`src/rtl/nfsa_pkg.sv`:
```
package nfsa_pkg;

  // Fixed field widths
  localparam int REQ_W     = 10;
  localparam int GRANT_W   = 10;
  localparam int CFG_W     = 11;
  localparam int CFG_RESET = 1024;

  // Bitmap organization: one word of slots per memory row
  localparam int WORD_W = 32;
  localparam int BIT_W  = 5;

  typedef enum logic [1:0] {
    AS_GRANTED = 2'd0,
    AS_FULL    = 2'd1,
    AS_RANGE   = 2'd2
  } alloc_status_t;

  typedef enum logic [3:0] {
    S_CLEAR,
    S_IDLE,
    S_CHK,
    S_DN,
    S_UP,
    S_PICK,
    S_WR,
    S_DONE
  } fsm_state_t;

  // Result of one word search
  typedef struct packed {
    logic             found;
    logic [BIT_W-1:0] pos;
  } find_res_t;

endpackage

```
`src/rtl/nfsa_bitmap.sv`:
```
module nfsa_bitmap import nfsa_pkg::*; #(
  parameter int DEPTH = 32,
  parameter int AW    = 5
) (
  input  logic              clk,
  input  logic              we,
  input  logic [AW-1:0]     waddr,
  input  logic [WORD_W-1:0] wdata,
  input  logic              re,
  input  logic [AW-1:0]     raddr,
  output logic [WORD_W-1:0] rdata
);

  logic [WORD_W-1:0] mem [DEPTH];
  logic [WORD_W-1:0] rdata_r;

  // Write one row
  always_ff @(posedge clk) begin
    if (we) begin
      mem[waddr] <= wdata;
    end
  end

  // Registered read, held until the next read
  always_ff @(posedge clk) begin
    if (re) begin
      rdata_r <= mem[raddr];
    end
  end

  assign rdata = rdata_r;

endmodule

```
`src/rtl/nfsa_find.sv`:
```
module nfsa_find import nfsa_pkg::*; (
  input  logic [WORD_W-1:0] occ,
  input  logic [WORD_W-1:0] mask,
  input  logic              dir_up,
  output find_res_t         res
);

  logic [WORD_W-1:0] cand;

  assign cand = ~occ & mask;

  // Priority encode: lowest free bit going up, highest free bit going down
  always_comb begin
    res.found = |cand;
    res.pos   = '0;
    if (dir_up) begin
      for (int i = WORD_W - 1; i >= 0; i--) begin
        if (cand[i]) begin
          res.pos = BIT_W'(i);
        end
      end
    end else begin
      for (int i = 0; i < WORD_W; i++) begin
        if (cand[i]) begin
          res.pos = BIT_W'(i);
        end
      end
    end
  end

endmodule

```
`src/rtl/nearest_free_slot_allocator.sv`:
```
// Channel  Direction  Handshake          Payload
// in       input      in_valid/in_ready  in_req_slot
// out      output     out_valid/out_ready out_granted_slot, out_alloc_status
// cfg      input      cfg_valid/cfg_ready cfg_slots_in_use
//
// A free requested slot is granted from the first bitmap read, an out-of-range request
// without any bitmap read; otherwise a search scans the NWORDS = ceil(MAX_SLOTS/32), min 2,
// words through the bitmap read port, one 32-slot word a cycle, down then up.
// After reset a clearing pass writes NWORDS rows with in_ready low; cfg_ready stays high
// throughout.
// A stalled result sits in the output register while the next request is taken.
module nearest_free_slot_allocator import nfsa_pkg::*; #(
  parameter int MAX_SLOTS = 1024
) (
  input  logic               clk,
  input  logic               rst_n,
  input  logic               in_valid,
  output logic               in_ready,
  input  logic [REQ_W-1:0]   in_req_slot,
  output logic               out_valid,
  input  logic               out_ready,
  output logic [GRANT_W-1:0] out_granted_slot,
  output logic [1:0]         out_alloc_status,
  input  logic               cfg_valid,
  output logic               cfg_ready,
  input  logic [CFG_W-1:0]   cfg_slots_in_use
);

  localparam int NWORDS_RAW = (MAX_SLOTS + WORD_W - 1) / WORD_W;
  localparam int NWORDS     = (NWORDS_RAW < 2) ? 2 : NWORDS_RAW;
  localparam int WA_W       = $clog2(NWORDS);
  localparam int SW         = WA_W + BIT_W;
  localparam int N_W        = SW + 1;
  localparam int CNT_W      = (N_W > CFG_W) ? N_W : CFG_W;

  // Configuration register
  logic [CFG_W-1:0] cfg_r;

  assign cfg_ready = 1'b1;

  always_ff @(posedge clk) begin
    if (!rst_n) begin
      cfg_r <= CFG_W'(CFG_RESET);
    end else if (cfg_valid && cfg_ready) begin
      cfg_r <= cfg_slots_in_use;
    end
  end

  // Effective slot count, saturated to the capacity
  logic [CNT_W-1:0] cfg_ext;
  logic [CNT_W-1:0] max_ext;
  logic [CNT_W-1:0] n_full;
  logic [N_W-1:0]   n_eff;
  logic [SW-1:0]    last_slot;
  logic [SW-1:0]    req_s;
  logic             req_range;

  assign cfg_ext   = CNT_W'(cfg_r);
  assign max_ext   = CNT_W'(MAX_SLOTS);
  assign n_full    = (cfg_ext > max_ext) ? max_ext : cfg_ext;
  assign n_eff     = N_W'(n_full);
  assign last_slot = SW'(n_eff - N_W'(1));
  assign req_s     = SW'(in_req_slot);
  assign req_range = (CNT_W'(in_req_slot) >= n_full);

  // Sequencer state
  fsm_state_t    state_r, state_nxt;
  logic          out_valid_r, out_valid_nxt;
  logic [WA_W-1:0] ptr_r, ptr_nxt;
  logic [SW-1:0] x_r, x_nxt;
  logic [SW-1:0] last_r, last_nxt;
  logic [SW-1:0] lo_r, lo_nxt;
  logic [SW-1:0] hi_r, hi_nxt;
  logic          have_lo_r, have_lo_nxt;
  logic          have_hi_r, have_hi_nxt;
  logic [SW-1:0] grant_r, grant_nxt;
  alloc_status_t status_r, status_nxt;
  logic [SW-1:0] out_grant_r, out_grant_nxt;
  alloc_status_t out_status_r, out_status_nxt;

  // Bitmap and finder hookup
  logic              bm_we;
  logic [WA_W-1:0]   bm_waddr;
  logic [WORD_W-1:0] bm_wdata;
  logic              bm_re;
  logic [WA_W-1:0]   bm_raddr;
  logic [WORD_W-1:0] bm_rdata;
  logic [WORD_W-1:0] fd_mask;
  logic              fd_up;
  find_res_t         fd_res;

  nfsa_bitmap #(
    .DEPTH (NWORDS),
    .AW    (WA_W)
  ) u_bitmap (
    .clk   (clk),
    .we    (bm_we),
    .waddr (bm_waddr),
    .wdata (bm_wdata),
    .re    (bm_re),
    .raddr (bm_raddr),
    .rdata (bm_rdata)
  );

  nfsa_find u_find (
    .occ    (bm_rdata),
    .mask   (fd_mask),
    .dir_up (fd_up),
    .res    (fd_res)
  );

  // Word and bit split of the request and the last slot
  logic [WA_W-1:0]   xw, lw;
  logic [BIT_W-1:0]  xb, lb;
  logic [WORD_W-1:0] ones;
  logic [WORD_W-1:0] below_x, above_x, upto_last;
  logic [SW-1:0]     d_lo, d_hi;
  logic [SW-1:0]     pick;

  assign xw        = x_r[SW-1:BIT_W];
  assign xb        = x_r[BIT_W-1:0];
  assign lw        = last_r[SW-1:BIT_W];
  assign lb        = last_r[BIT_W-1:0];
  assign ones      = '1;
  assign below_x   = ~(ones << xb);
  assign above_x   = (ones << xb) << 1;
  assign upto_last = ~((ones << lb) << 1);
  assign d_lo      = x_r - lo_r;
  assign d_hi      = hi_r - x_r;
  assign pick      = (have_lo_r && (!have_hi_r || d_lo <= d_hi)) ? lo_r : hi_r;

  // Next state, bitmap access and finder control
  always_comb begin
    state_nxt      = state_r;
    out_valid_nxt  = out_valid_r && !out_ready;
    ptr_nxt        = ptr_r;
    x_nxt          = x_r;
    last_nxt       = last_r;
    lo_nxt         = lo_r;
    hi_nxt         = hi_r;
    have_lo_nxt    = have_lo_r;
    have_hi_nxt    = have_hi_r;
    grant_nxt      = grant_r;
    status_nxt     = status_r;
    out_grant_nxt  = out_grant_r;
    out_status_nxt = out_status_r;
    bm_we          = 1'b0;
    bm_waddr       = ptr_r;
    bm_wdata       = '0;
    bm_re          = 1'b0;
    bm_raddr       = ptr_r;
    fd_mask        = '0;
    fd_up          = 1'b0;
    in_ready       = 1'b0;

    case (state_r)
      S_CLEAR: begin
        // Sweep the bitmap to all free
        bm_we    = 1'b1;
        bm_waddr = ptr_r;
        bm_wdata = '0;
        if (ptr_r == WA_W'(NWORDS - 1)) begin
          ptr_nxt   = '0;
          state_nxt = S_IDLE;
        end else begin
          ptr_nxt = ptr_r + WA_W'(1);
        end
      end

      S_IDLE: begin
        in_ready = 1'b1;
        if (in_valid) begin
          if (req_range) begin
            grant_nxt  = '0;
            status_nxt = AS_RANGE;
            state_nxt  = S_DONE;
          end else begin
            x_nxt     = req_s;
            last_nxt  = last_slot;
            ptr_nxt   = req_s[SW-1:BIT_W];
            bm_re     = 1'b1;
            bm_raddr  = req_s[SW-1:BIT_W];
            state_nxt = S_CHK;
          end
        end
      end

      S_CHK: begin
        // Grant the requested slot at once when free
        if (!bm_rdata[xb]) begin
          bm_we      = 1'b1;
          bm_waddr   = xw;
          bm_wdata   = bm_rdata | (WORD_W'(1) << xb);
          grant_nxt  = x_r;
          status_nxt = AS_GRANTED;
          state_nxt  = S_DONE;
        end else begin
          state_nxt = S_DN;
        end
      end

      S_DN: begin
        // Scan downward one word a cycle
        fd_up   = 1'b0;
        fd_mask = (ptr_r == xw) ? below_x : ones;
        if (fd_res.found || ptr_r == '0) begin
          have_lo_nxt = fd_res.found;
          lo_nxt      = {ptr_r, fd_res.pos};
          ptr_nxt     = xw;
          bm_re       = 1'b1;
          bm_raddr    = xw;
          state_nxt   = S_UP;
        end else begin
          ptr_nxt  = ptr_r - WA_W'(1);
          bm_re    = 1'b1;
          bm_raddr = ptr_r - WA_W'(1);
        end
      end

      S_UP: begin
        // Scan upward one word a cycle, stop at the last slot in use
        fd_up   = 1'b1;
        fd_mask = ((ptr_r == xw) ? above_x : ones) & ((ptr_r == lw) ? upto_last : ones);
        if (fd_res.found || ptr_r == lw) begin
          have_hi_nxt = fd_res.found;
          hi_nxt      = {ptr_r, fd_res.pos};
          state_nxt   = S_PICK;
        end else begin
          ptr_nxt  = ptr_r + WA_W'(1);
          bm_re    = 1'b1;
          bm_raddr = ptr_r + WA_W'(1);
        end
      end

      S_PICK: begin
        // Take the closer side, lower on a tie
        if (have_lo_r || have_hi_r) begin
          grant_nxt  = pick;
          status_nxt = AS_GRANTED;
          bm_re      = 1'b1;
          bm_raddr   = pick[SW-1:BIT_W];
          state_nxt  = S_WR;
        end else begin
          grant_nxt  = '0;
          status_nxt = AS_FULL;
          state_nxt  = S_DONE;
        end
      end

      S_WR: begin
        // Mark the granted slot occupied
        bm_we     = 1'b1;
        bm_waddr  = grant_r[SW-1:BIT_W];
        bm_wdata  = bm_rdata | (WORD_W'(1) << grant_r[BIT_W-1:0]);
        state_nxt = S_DONE;
      end

      S_DONE: begin
        // Hand the result to the output register once it is free
        if (!out_valid_r || out_ready) begin
          out_valid_nxt  = 1'b1;
          out_grant_nxt  = grant_r;
          out_status_nxt = status_r;
          state_nxt      = S_IDLE;
        end
      end

      default: begin
        state_nxt = S_IDLE;
      end
    endcase
  end

  // Control registers
  always_ff @(posedge clk) begin
    if (!rst_n) begin
      state_r     <= S_CLEAR;
      out_valid_r <= 1'b0;
      ptr_r       <= '0;
    end else begin
      state_r     <= state_nxt;
      out_valid_r <= out_valid_nxt;
      ptr_r       <= ptr_nxt;
    end
  end

  // Payload registers
  always_ff @(posedge clk) begin
    x_r          <= x_nxt;
    last_r       <= last_nxt;
    lo_r         <= lo_nxt;
    hi_r         <= hi_nxt;
    have_lo_r    <= have_lo_nxt;
    have_hi_r    <= have_hi_nxt;
    grant_r      <= grant_nxt;
    status_r     <= status_nxt;
    out_grant_r  <= out_grant_nxt;
    out_status_r <= out_status_nxt;
  end

  assign out_valid        = out_valid_r;
  assign out_granted_slot = GRANT_W'(out_grant_r);
  assign out_alloc_status = out_status_r;

endmodule

```
`config.mk`:
```
export PLATFORM = sky130hd
export DESIGN_NAME = nearest_free_slot_allocator
export DESIGN_NICKNAME = d
export VERILOG_FILES = /design/src/rtl/nfsa_pkg.sv /design/src/rtl/nfsa_bitmap.sv /design/src/rtl/nfsa_find.sv /design/src/rtl/nearest_free_slot_allocator.sv
export SDC_FILE = /design/constraint.sdc
export NUM_CORES = 2
export LEC_CHECK = 0
export BUFFER_PORTS_ARGS = -buffer_cell sky130_fd_sc_hd__buf_2
export CORE_ASPECT_RATIO = 1.4
export CORE_MARGIN = 5
export CORE_UTILIZATION = 35
export DETAILED_ROUTE_END_ITERATION = 8
export GPL_TIMING_DRIVEN = 0
export RECOVER_POWER = 25
export SKIP_CTS_REPAIR_TIMING = 1
export SLEW_MARGIN = 20
export SYNTH_ARGS = -nofsm -noshare
export SYNTH_HDL_FRONTEND = slang
export SYNTH_HIERARCHICAL = 1
export SYNTH_SLANG_ARGS = --single-unit
```
`constraint.sdc`:
```
create_clock -name clk -period 11.45 [get_ports clk]
set_clock_uncertainty 0.15 [all_clocks]
set_input_delay 2.29 -clock clk [delete_from_list [all_inputs] [get_ports clk]]
set_output_delay 2.29 -clock clk [all_outputs]
set_load 0.02 [all_outputs]
```
[After elaboration in Yosys (flattened, before gate mapping)]
Memories as Yosys holds them, arrays and structs flattened. A register that Yosys moved wholly into a read port is not among the register bits.
Cells that the tools add are included.
Word-level totals
  bits in writable memories: 1024
  latch bits: 0
  bits in read-only memories: 0
  memories: 1
  word-level logic and storage cells: 191
  register bits after elaboration: 87
  output and inout port bits: 15
Memories
  u_bitmap.mem: depth 32, bits a word 32, rd ports 1, clocked after memory_dff 1, write ports 1, line nfsa_bitmap.sv:14  | logic [WORD_W-1:0] mem [DEPTH];
Operators by class
  eq/ne operators: 17
  multiply operators: 0
  add/sub/neg operators: 5
  divide/modulo/power cells: 0
  bitwise logic cells: 8
  shift operators: 4
  reductions and logical operators: 22
  magnitude comparators: 4
  multiplexer cells: 116
Operator list (count)
  $mux W5: 56
  $mux W32: 4
  $pmux W32 S2: 2
  $not A32 Y32: 3
  $and A32 B32 Y32: 2
  $or A32 B32 Y32: 2
  $shl A1 B5 Y32 const A: 2
  $mux W4: 13
  $mux W10: 5
  $pmux W5 S4: 2
  $pmux W4 S8: 1
  $reduce_or A32 Y1: 1
  $shl A32 B5 Y31 const A: 1
  $shl A32 B5 Y32 const A: 1
  $pmux W10 S3: 1
  $sub A10 B10 Y10: 2
  $mux W3: 6
  $eq A4 B3 Y1 const B: 4
  $mux W1: 15
  $ne A2 B2 Y1 const B: 7
  $ge A10 B11 Y1: 1
  $gt A11 B11 Y1 const B: 1
  $mux W11: 1
  $eq A5 B5 Y1: 2
  27 further kinds: 41

[Depth between registers and ports, before layout]
  depth in word-level cells: 39
  gate-level depth with buffers: 30
  gate-level depth less buffers: 24

[Hierarchy]
Netlist, hierarchy kept.
By module, submodules not included
  nfsa_bitmap: cells an instance 2260, area each 40812.9 um^2, instances 1, sequential area each 31710.4 um^2
  nearest_free_slot_allocator: cells an instance 929, area each 7653.6 um^2, instances 1, sequential area each 2382.3 um^2
  nfsa_find: cells an instance 148, area each 1002.2 um^2, instances 1, sequential area each 0.0 um^2

[Worst setup path after synthesis]
No wires, ideal clock.
  kind: register -> register
  start: register ptr_r[1]
  end: register u_bitmap.rdata_r[10] (netlist: u_bitmap/rdata[10]) (read register of u_bitmap.mem) (data pin)
  setup time: 263 ps
  required time: 11037 ps
  stages on the path, launching flop included: 30
  path slack: 5393 ps
  arrival: 5644 ps
  period minus slack after synthesis: 6057 ps
  path through: dfxtp_1 buf_2 xor2_1 nor3_2 nand2_1 or3_1 clkbuf_1 o21ai_0 a21bo_2 o221ai_1 nand2b_1 nand3_2 nor3_2 and3_1 nand4_1 buf_1 or2_2 clkbuf_1 a311oi_1 o311ai_0 a311o_1 a221oi_1 o21ai_0 nor2_1 buf_2 clkbuf_1 a22o_1 nor3_1 a31oi_1 nand3_1
RTL lines
  from (decl): line nearest_free_slot_allocator.sv:69  | logic [WA_W-1:0] ptr_r, ptr_nxt;
  from (signal assigned): line nearest_free_slot_allocator.sv:283  | ptr_r <= ptr_nxt;
  to (decl): line nfsa_bitmap.sv:15  | logic [WORD_W-1:0] rdata_r;

==> results_dict.tcl <==
set metrics [dict create \
    status "finished, violations left" \
    violations "capacitance limit, slew limit" \
    fill_cells 12838 \
    synth_edf_count 1122 \
    grt_pass1_vias 30187 \
    yosysWarningCount 6 \
    overflow 0 \
    fin_crit_sh 0.851 \
    die_x_microns 328 \
    io_buffers 39 \
    clock_latency_ns 0.71 \
    p_per_area_nw_per_um2 151 \
    yosys.cell_types.count 95 \
    drt-initial-drc-count 2397 \
    clk_pin_slew_ns 0.06 \
    synth_area_leaders "edfxtp_1, mux2i_1, a21oi_1" \
    area_delta_synth_final_pct 14.5 \
    critPathRequiredTime_ns 11.72 \
    ys_seq_area_frac 0.689 \
    dpl.hpwl_microns 101000 \
    n_antenna_cell 0 \
    final_common_cell "edfxtp_1" \
    routedWlPerCell_microns 25.6 \
    hold_violations 0 \
    crit_type "register to register" \
    place.gp.congestion 0.951 \
    ir_worst_vdd_v 0.000110 \
    tightestPinTransition_ns 2.50 \
    numCtsBuffers 105 \
    syn_nets 3414 \
    grt_max_degree 33 \
    crit_fanout 10 \
    cts.sinks 1142 \
    start_util 0.352 \
    cts_buffer_depth 3 \
    nets 3622 \
    htree_levels 3 \
    antenna_found_initial 1 \
    finalMaxSlewViolations 99 \
    drcViolationCount 0 \
    fmax_ghz 0.103 \
    ys_seq_elements 1142 \
    fin_crit_ns 9.75 \
    cts_tree "yes" \
    drt_pass1_iterations 5 \
    drv_cap 3 \
    final_cell_mix "edfxtp_1, mux2i_1, nand2_1" \
    track_usage 0.182 \
    hold_class "register to register" \
    setup_violations 0 \
    postRouteWirelength_microns 139000 \
    power.total_w 0.00857 \
    rsz0062_at_grt "no" \
    final.setup.tns_ns 0 \
    syn_inst 3337 \
    io_pins 41 \
    final_antenna_net_count 0 \
    drive_above_1_share 0.109 \
    worstSetupStartpointType "register" \
    synth_area_leader_cell "edfxtp_1" \
    die_area_sq_um 149000 \
    slew_headroom -0.670 \
    row_count 163 \
    die_h_microns 455 \
    synthFlopType "edfxtp_1" \
    grt_pass1_wl_microns 202000 \
    synth_top_area_share 0.681 \
    p_leak_nw 19.2 \
    crit_path_end_kind "register" \
    vias 29751 \
    async_flop_share 0 \
    via_per_inst 5.46 \
    cp_data_arrival_time_ns 10.02 \
    syn-mean-instance-area_sq_um 14.8 \
    core_sq_um 141000 \
    root_buffer "clkbuf_16" \
    synth_area_sq_um 49500 \
]
## flip-flops by register name, summed over array words and instances (netlist names)
signal	count
have_hi_r	1
last_r	10
ptr_r	5
grant_r	10
out_valid	1
have_lo_r	1
hi_r	10
state_r	3
lo_r	10
out_alloc_status	2
u_bitmap/mem	1024
out_granted_slot	10
cfg_ext	11
u_bitmap/rdata	32
x_r	10
status_r	2
## final timing paths
path / cells after the start / end / slack, ns / start
worst max-delay path: 24 / u_bitmap/rdata[2] / 1.70 / x_r[0]
worst min-delay path: 0 / out_alloc_status[0] / 0.28 / status_r[0]
worst max register to register: 24 / u_bitmap/rdata[2] / 1.70 / x_r[0]
worst min register to register: 0 / out_alloc_status[0] / 0.28 / status_r[0]
## cells in the mapped netlist, drive strengths merged, types with 10 or more instances
cell and count:
nor3 53, dfxtp 20, a22o 69, o221ai 12, o22ai 25, clkbuf 81
a22oi 100, a211oi 13, nor2b 36, ha 49, and2 10, xor2 18
nor4 10, nand2 205, o211ai 10, nand2b 55, nand4 16, nand3 128
edfxtp 1122, nor2 107, buf 102, inv 49, a31oi 36, and3 11
or3 19, o21ai 107, xnor2 15, mux2i 532, a21oi 199
## through the flow
| stage | util | setup WS (ns) | instances | area, sq um | hold WS, ns |
|---|---|---|---|---|---|
| after floorplan | - | 5.39 | 3337 | 49500 | 0.250 |
| after global placement | 0.369 | 1.73 | 5191 | 51900 | 0.268 |
| after detailed placement | 0.382 | 1.93 | 5252 | 53800 | 0.267 |
| after CTS | 0.406 | 1.90 | 5444 | 57100 | 0.282 |
| after global routing | 0.403 | 1.51 | 5445 | 56600 | 0.291 |
| final | 0.403 | 1.70 | 5445 | 56600 | 0.278 |
## cell families after synthesis
| family | synth area share |
|---|---|
| muxes | 0.112 |
| and+or+nand+nor | 0.0700 |
| buffers and inverters | 0.0239 |
| AOI/OAI and AO/OA | 0.0861 |
| xor gates and xnor gates | 0.00584 |
| other | 0.0000758 |
| DFF | 0.689 |
| adders and majority gates | 0.0132 |
## worst max-delay path: stages, from the launching register on
cell and delay, ns:
edfxtp_1 0.64, clkbuf_1 0.76, inv_1 0.23, nor2_1 0.67, nand2_1 0.23, a21oi_1 0.22
o31ai_1 0.12, nand2b_1 0.22, nand4_1 0.28, nor3_1 0.61, nand4_1 0.29, buf_1 0.27
or2_2 0.33, clkbuf_1 0.18, a311oi_1 0.31, o311ai_0 0.21, a311o_1 0.41, a221oi_1 0.38
o21ai_1 0.35, nor2_1 0.22, clkbuf_1 0.86, clkbuf_1 0.79, a22oi_1 0.21, nand3_1 0.30
nand3_1 0.20
## area by class of cell
cell class                 count  area, sq um  share of cell area
sequential                  1142        34100               0.602
multi-input combinational   1961        14500               0.257
clock buffer                 126         2770              0.0489
tap                         1815         2270              0.0401
timing repair buffer         101         1200              0.0212
buffer                       183          985              0.0174
clock inverter                66          588              0.0104
inverter                      51          191             0.00338
## per-layer routing
layer,routed length (microns),share of wire,vias to the layer above,global-route usage
met5,0,0,-,0
met3,6660,0.048,308,0.0256
met4,5870,0.042,0,0.0718
li1,-,-,13450,-
met1,50700,0.36,15048,0.201
met2,76100,0.55,945,0.353
## power by group
part	switching (W)	internal, W	leakage [nW]	total, W
Combinational	0.000358	0.000177	6.89	0.000535
Clock	0.00151	0.00194	1.63	0.00346
Sequential	0.0000108	0.00457	10.7	0.00458
Total	0.00188	0.00669	19.2	0.00857
Power figures use the tool's default switching activity.
